===== src/sv/lsb_first_bit_packer_defines.svh =====
// Assertion macros for the bit packer RTL.
// Used by files that carry concurrent assertions; needs aclk and aresetn in scope.
`ifndef LSB_FIRST_BIT_PACKER_DEFINES_SVH
`define LSB_FIRST_BIT_PACKER_DEFINES_SVH

// Same-cycle implication, checked on every rising edge out of reset.
`define LBP_ASSERT_IMPLY(lbl, ante, cons) \
    lbl: assert property (@(posedge aclk) disable iff (!aresetn) (ante) |-> (cons)) \
        else $error("bit packer same-cycle check failed");

// Next-cycle implication, checked on every rising edge out of reset.
`define LBP_ASSERT_NEXT(lbl, ante, cons) \
    lbl: assert property (@(posedge aclk) disable iff (!aresetn) (ante) |=> (cons)) \
        else $error("bit packer next-cycle check failed");

`endif


===== src/sv/lbp_pkg.sv =====
// Package for the LSB-first bit packer: constants, state type and the
// command/status structs between controller and datapath. No dependencies.
`timescale 1ns / 1ps
`default_nettype none

package lbp_pkg;

    localparam int BYTE_BITS      = 8;
    localparam int MAX_CODE_WIDTH = 32;
    localparam int CODE_W_BITS    = 6;
    // Seven pending bits plus one full-width code.
    localparam int ACC_W          = MAX_CODE_WIDTH + BYTE_BITS - 1;
    localparam int CNT_W          = 6;

    localparam logic CMD_PACK  = 1'b0;
    localparam logic CMD_FLUSH = 1'b1;

    typedef enum logic [0:0] {
        ST_IDLE,
        ST_EMIT
    } lbp_state_t;

    typedef struct packed {
        logic load;
        logic emit;
    } lbp_cmd_t;

    typedef struct packed {
        logic cnt_ge8;
        logic cnt_lt16;
        logic out_free;
    } lbp_stat_t;

endpackage

`default_nettype wire


===== src/sv/lbp_ctrl.sv =====
// Controller state machine of the bit packer.
// Depends on lbp_pkg for the state type and the command/status structs.
`timescale 1ns / 1ps
`default_nettype none

module lbp_ctrl (
    input  wire logic              aclk,
    input  wire logic              aresetn,
    input  wire logic              in_valid,
    output logic                   in_ready,
    input  wire lbp_pkg::lbp_stat_t stat,
    output lbp_pkg::lbp_cmd_t      cmd
);

    lbp_pkg::lbp_state_t state_reg;
    lbp_pkg::lbp_state_t state_next;

    // State register.
    always_ff @(posedge aclk) begin
        if (!aresetn) begin
            state_reg <= lbp_pkg::ST_IDLE;
        end else begin
            state_reg <= state_next;
        end
    end

    // Next state and commands. In the emit state one byte leaves per cycle
    // while the output register is free; the last byte returns to idle, as does a count below a full byte.
    always_comb begin
        state_next = state_reg;
        in_ready   = 1'b0;
        cmd.load   = 1'b0;
        cmd.emit   = 1'b0;
        unique case (state_reg)
            lbp_pkg::ST_IDLE: begin
                in_ready = 1'b1;
                if (in_valid) begin
                    cmd.load   = 1'b1;
                    state_next = lbp_pkg::ST_EMIT;
                end
            end
            lbp_pkg::ST_EMIT: begin
                if (!stat.cnt_ge8) begin
                    state_next = lbp_pkg::ST_IDLE;
                end else if (stat.out_free) begin
                    cmd.emit = 1'b1;
                    if (stat.cnt_lt16) begin
                        state_next = lbp_pkg::ST_IDLE;
                    end
                end
            end
            default: begin
                state_next = lbp_pkg::ST_IDLE;
            end
        endcase
    end

endmodule

`default_nettype wire


===== src/sv/lbp_dp.sv =====
// Datapath of the bit packer: bit accumulator, bit count and output register.
// Depends on lbp_pkg and on lsb_first_bit_packer_defines.svh for assertions.
`timescale 1ns / 1ps
`default_nettype none
`include "lsb_first_bit_packer_defines.svh"

module lbp_dp (
    input  wire logic                              aclk,
    input  wire logic                              aresetn,
    input  wire lbp_pkg::lbp_cmd_t                 cmd,
    output lbp_pkg::lbp_stat_t                     stat,
    input  wire logic                              in_flush,
    input  wire logic [lbp_pkg::MAX_CODE_WIDTH-1:0] in_value,
    input  wire logic [lbp_pkg::CODE_W_BITS-1:0]   in_width,
    output logic [lbp_pkg::BYTE_BITS-1:0]          out_byte,
    output logic                                   out_last,
    output logic                                   out_valid,
    input  wire logic                              out_ready
);

    logic [lbp_pkg::ACC_W-1:0]          acc_reg, acc_next;
    logic [lbp_pkg::CNT_W-1:0]          cnt_reg, cnt_next;
    logic [lbp_pkg::BYTE_BITS-1:0]      byte_reg, byte_next;
    logic                               last_reg, last_next;
    logic                               m_valid_reg, m_valid_next;
    logic [lbp_pkg::CODE_W_BITS-1:0]    width_sat;
    logic [lbp_pkg::MAX_CODE_WIDTH-1:0] code_mask;
    logic [lbp_pkg::ACC_W-1:0]          code_shifted;

    // Saturate the width to 32 and keep only the low code bits.
    always_comb begin
        if (in_width > lbp_pkg::CODE_W_BITS'(lbp_pkg::MAX_CODE_WIDTH)) begin
            width_sat = lbp_pkg::CODE_W_BITS'(lbp_pkg::MAX_CODE_WIDTH);
        end else begin
            width_sat = in_width;
        end
        if (width_sat[lbp_pkg::CODE_W_BITS-1]) begin
            code_mask = '1;
        end else begin
            code_mask = (lbp_pkg::MAX_CODE_WIDTH'(1) << width_sat[lbp_pkg::CODE_W_BITS-2:0])
                        - lbp_pkg::MAX_CODE_WIDTH'(1);
        end
        code_shifted = lbp_pkg::ACC_W'(in_value & code_mask) << cnt_reg[2:0];
    end

    // Status for the controller.
    always_comb begin
        stat.cnt_ge8  = (cnt_reg >= lbp_pkg::CNT_W'(lbp_pkg::BYTE_BITS));
        stat.cnt_lt16 = (cnt_reg < lbp_pkg::CNT_W'(2 * lbp_pkg::BYTE_BITS));
        stat.out_free = !m_valid_reg || out_ready;
    end

    // Accumulator update. A flush with bits pending pads the count up to a
    // full byte; the bits above the count are always zero.
    always_comb begin
        acc_next = acc_reg;
        cnt_next = cnt_reg;
        if (cmd.load) begin
            if (in_flush) begin
                cnt_next = (cnt_reg != '0) ? lbp_pkg::CNT_W'(lbp_pkg::BYTE_BITS) : '0;
            end else begin
                acc_next = acc_reg | code_shifted;
                cnt_next = cnt_reg + width_sat;
            end
        end else if (cmd.emit) begin
            acc_next = acc_reg >> lbp_pkg::BYTE_BITS;
            cnt_next = cnt_reg - lbp_pkg::CNT_W'(lbp_pkg::BYTE_BITS);
        end
    end

    // Output register with its valid flag.
    always_comb begin
        byte_next    = byte_reg;
        last_next    = last_reg;
        m_valid_next = m_valid_reg;
        if (cmd.emit) begin
            byte_next    = acc_reg[lbp_pkg::BYTE_BITS-1:0];
            last_next    = stat.cnt_lt16;
            m_valid_next = 1'b1;
        end else if (out_ready) begin
            m_valid_next = 1'b0;
        end
    end

    always_ff @(posedge aclk) begin
        if (!aresetn) begin
            acc_reg     <= '0;
            cnt_reg     <= '0;
            m_valid_reg <= 1'b0;
        end else begin
            acc_reg     <= acc_next;
            cnt_reg     <= cnt_next;
            m_valid_reg <= m_valid_next;
        end
    end

    always_ff @(posedge aclk) begin
        byte_reg <= byte_next;
        last_reg <= last_next;
    end

    assign out_byte  = byte_reg;
    assign out_last  = last_reg;
    assign out_valid = m_valid_reg;

    // Checks on the command/status interplay and the accumulator invariant.
    `LBP_ASSERT_IMPLY(a_emit_ok, cmd.emit, stat.cnt_ge8 && stat.out_free)
    `LBP_ASSERT_IMPLY(a_load_idle, cmd.load, !stat.cnt_ge8 && !cmd.emit)
    `LBP_ASSERT_IMPLY(a_cnt_range, 1'b1, cnt_reg <= lbp_pkg::CNT_W'(lbp_pkg::ACC_W))
    `LBP_ASSERT_IMPLY(a_acc_clean, 1'b1, (acc_reg >> cnt_reg) == '0)
    `LBP_ASSERT_NEXT(a_emit_valid, cmd.emit, m_valid_reg)

endmodule

`default_nettype wire


===== src/sv/lsb_first_bit_packer.sv =====
// LSB-first bit packer for 0..32-bit codes: usage notes
//
// Input channel (s_): tdata carries code_value and code_width, tuser carries
// the command (0 = pack, 1 = flush). Output channel (m_): tdata carries one
// packed byte, earlier bits in lower positions; tlast marks the final byte
// caused by an input item. Items that cause no byte produce no output.
// An item is accepted into the accumulator; the block then emits one byte per
// cycle into the output register while the output register is free, the pace
// set by the single byte-wide output path. The first byte of an item passes
// from the accumulator into the output register, which drives m_tdata.
// A new item is accepted while the last byte of the previous one still
// waits in the output register.
// When the receiver stalls, the pending byte holds and emission pauses;
// s_tready stays low until the item's bytes have entered the output register.
// Reset (aresetn low, synchronous) clears the pending bits and count and
// empties the output register.
// Depends on lbp_pkg, lbp_ctrl and lbp_dp.
`timescale 1ns / 1ps
`default_nettype none

module lsb_first_bit_packer (
    input  wire logic        aclk,
    input  wire logic        aresetn,
    input  wire logic        s_tvalid,
    output logic             s_tready,
    input  wire logic [39:0] s_tdata,   // [31:0] code_value, [37:32] code_width, rest zero
    input  wire logic [0:0]  s_tuser,   // [0] cmd
    output logic             m_tvalid,
    input  wire logic        m_tready,
    output logic [7:0]       m_tdata,   // [7:0] out_byte
    output logic             m_tlast
);

    lbp_pkg::lbp_cmd_t  cmd;
    lbp_pkg::lbp_stat_t stat;

    // Sequencer: accepts items and paces byte emission.
    lbp_ctrl u_ctrl (
        .aclk     (aclk),
        .aresetn  (aresetn),
        .in_valid (s_tvalid),
        .in_ready (s_tready),
        .stat     (stat),
        .cmd      (cmd)
    );

    // Accumulator and output register.
    lbp_dp u_dp (
        .aclk      (aclk),
        .aresetn   (aresetn),
        .cmd       (cmd),
        .stat      (stat),
        .in_flush  (s_tuser[0] == lbp_pkg::CMD_FLUSH),
        .in_value  (s_tdata[31:0]),
        .in_width  (s_tdata[37:32]),
        .out_byte  (m_tdata),
        .out_last  (m_tlast),
        .out_valid (m_tvalid),
        .out_ready (m_tready)
    );

endmodule

`default_nettype wire

===== config.mk =====
export PLATFORM = sky130hd
export DESIGN_NAME = lsb_first_bit_packer
export DESIGN_NICKNAME = d
export VERILOG_FILES = /design/src/sv/lbp_pkg.sv /design/src/sv/lbp_ctrl.sv /design/src/sv/lbp_dp.sv /design/src/sv/lsb_first_bit_packer.sv
export VERILOG_INCLUDE_DIRS = /design/src /design/src/sv
export SDC_FILE = /design/constraint.sdc
export NUM_CORES = 1
export LEC_CHECK = 0
export ABC_AREA = 1
export BUFFER_PORTS_ARGS = -buffer_cell sky130_fd_sc_hd__buf_2
export CORE_ASPECT_RATIO = 0.9
export CORE_MARGIN = 1
export CORE_UTILIZATION = 55
export DETAILED_ROUTE_END_ITERATION = 16
export PLACE_DENSITY = 0.73
export SYNTH_ARGS = -nofsm -noshare
export SYNTH_HDL_FRONTEND = slang
export SYNTH_SLANG_ARGS = --single-unit

===== constraint.sdc =====
create_clock -name aclk -period 3.37 [get_ports aclk]
set_input_delay 0.337 -clock aclk [delete_from_list [all_inputs] [get_ports aclk]]
set_output_delay 0.337 -clock aclk [all_outputs]
set_load 0.1 [all_outputs]

==> impl_metrics.tcl <==
set metrics [dict create \
    worst_slack_ns 0.749 \
    drive_above_1_share 0.131 \
    synthTopCellsByCount "nand2_1 (164), nand3_1 (162), nor2_1 (101)" \
    netlist_area_um2 4870 \
    ys_types 40 \
    largest_register_ffs 39 \
    synth_xor_area_frac 0.00359 \
    ios 56 \
    viasPerCell 5.87 \
    async_reset_ff_frac 0 \
    synth_cells 822 \
    first_global_vias 5211 \
    powerDensity_nw_per_um2 354 \
    clk_latency_ns 0.32 \
    peakVddDrop_v 0.000204 \
    fin_crit_sh 0.778 \
    finalMaxSlewViolations 0 \
    num_rows 32 \
    fill_cells 890 \
    tightest_slew_ns 0.822 \
    tns_ns 0 \
    slew_headroom 0.452 \
    hpwl_um 11200 \
    gp_congestion 0.936 \
    synth_top_family_by_area "simple AND/OR/NAND/NOR gates" \
    hold_path_class "in -> reg" \
    critPathRequiredTime_ns 3.58 \
    leakage_uw 0.00249 \
    skew_ns 0.00851 \
    fin_util 0.617 \
    synthMuxAreaShare 0 \
    antenna_found_initial 0 \
    stdcell_area_um2 5290 \
    syn_nets 876 \
    endpoint_kind "flop" \
    cts_max_path_buffers 2 \
    post-place-ws_ns 0.495 \
    path_class "in -> reg" \
    fp.dieH_um 91.3 \
    dp.cells 963 \
    io_buffers 53 \
    cts_sinks 56 \
    synth_top_area_frac 0.193 \
    numCtsBuffers 5 \
    hold_buffers 0 \
    rsz0062_at_grt "no" \
    arrival_ns 2.83 \
    yosysSeqAreaShare 0.248 \
    postCtsSetupBuffers 0 \
    postRouteAntennaNets 0 \
    wl_per_cell_um 15.1 \
    synth_fa_ha_area_frac 0.0246 \
    fmaxAchievable_mhz 381 \
    diodes 0 \
    setup_viol 0 \
    clockRootBuffer "clkbuf_8" \
    stdcell_count 971 \
    die_area_um2 9240 \
    h-tree-depth 2 \
    ys_seq_elements 56 \
    grt_max_degree 45 \
    drt-initial-drc-count 534 \
    num_vias 5697 \
    core-area_um2 8570 \
    cp_max_fo 11 \
    cts_tree "yes" \
    placed_cell_area_um2 5190 \
    synth-simple-area-share 0.459 \
    drcViolationCount 0 \
    grt_util_all_layers 0.330 \
    cts_resized 0 \
    ys_warn_count 0 \
    syn_to_final_growth_pct 8.47 \
    finish.net_count 905 \
    die_x_um 101 \
    avgSynthCellArea_um2 5.93 \
    startpoint_type "input port" \
    status "finished, final reports clean" \
    yosysMostFrequentCell "nand2_1" \
    synth-edff-count 9 \
    initial_core_util 0.569 \
    ys.flop_type "dfxtp_1" \
    finalHoldViolations 0 \
    ys_top_cells_by_area "dfxtp_1 (19%), nand3_1 (17%), nand2_1 (13%)" \
    dr.pass1.iters 6 \
    yosysTopAreaCell "dfxtp_1" \
    grt-ovfl-total 0 \
    routed_wl_um 14700 \
    clk_pin_slew_worst_paths_ns 0.11 \
    fin_crit_ns 2.62 \
    grt_first_pass_wirelength_um 24300 \
    maxCapViolCount 0 \
    synth_compound_area_frac 0.165 \
]
-- worst max-delay path: stages --
cell and delay, ns:
buf_2 0.15, inv_1 0.31, nand3_1 0.25, inv_1 0.22
nand3_1 0.14, ha_1 0.25, nand2_2 0.11, nand2_1 0.05
o21ai_0 0.15, inv_1 0.07, nand2_1 0.05, o21ai_0 0.14
o21ai_0 0.24, o21ai_0 0.11, o21ai_1 0.17, a21oi_1 0.08
-- placed cells by master (no fill, tap or decap), types with 2 or more instances in the layout --
master,instances
nand2_2,3
clkinv_1,2
nor2_4,5
o211ai_1,9
clkbuf_8,5
ha_1,8
or2_1,3
nand3_2,4
buf_4,14
a21oi_1,55
edfxtp_1,9
nand2_1,164
nand2_4,3
nand4_1,22
nor2_1,101
dfxtp_1,47
nand3_1,162
inv_2,5
nor3_1,2
o21ai_1,9
inv_1,69
nor2_2,4
a31oi_1,5
o21ai_0,56
buf_2,53
a21boi_0,3
or2_2,11
o22ai_1,2
xnor2_1,2
o21a_1,4
-- final timing paths --
| check | start | end | slack (ns) | depth (start not counted) |
|---|---|---|---|---|
| hold / removal | m_tready | u_dp.out_valid | 0.31 | 4 |
| setup / recovery | s_tdata[34] | u_dp.acc_reg[9] | 0.75 | 16 |
| setup reg to reg | u_dp.cnt_reg[4] | u_dp.acc_reg[31] | 1.00 | 15 |
| hold reg to reg | u_dp.acc_reg[0] | u_dp.out_byte[0] | 0.46 | 0 |
-- per-layer routing --
layer / GRT usage / part of all wire
met5: 0 / 0
met4: 0.116 / 0.025
met3: 0.0370 / 0.071
met2: 0.558 / 0.47
met1: 0.430 / 0.43
-- per-stage QoR --
stage / total power, uW / hold slack [ns]
CTS: 1870 / 0.311
global route: 1980 / 0.330
floorplan: 1300 / 0.409
finish: 1870 / 0.310
detailed placement: 1470 / 0.432
global placement: 1450 / 0.424
-- cells by family (layout without fill, tap and decap cells) --
family / after synthesis / after routing
AND/OR/NAND/NOR: 487 / 487
flip-flops: 56 / 56
AO/OA/AOI/OAI: 147 / 147
buffers and inverters: 121 / 151
adder cells (fa/ha/maj): 9 / 9
XOR/XNOR: 2 / 2
-- area by class of cell --
cell class | count | area (um2) | area share
Tap cell | 119 | 149 | 0.0282
Timing Repair Buffer | 67 | 370 | 0.0700
Clock inverter | 3 | 27.5 | 0.00521
Sequential cell | 56 | 1210 | 0.229
Inverter | 76 | 285 | 0.0540
Clock buffer | 5 | 68.8 | 0.0130
Multi-Input combinational cell | 645 | 3180 | 0.601
-- report_power, final --
group	switching (uW)	leakage [uW]	internal (uW)
logic	463	0.00197	213
clock network	253	0.0000463	153
registers	42.6	0.000469	746
total	758	0.00249	1110
No activity file was read; power rests on OpenSTA's default activity.
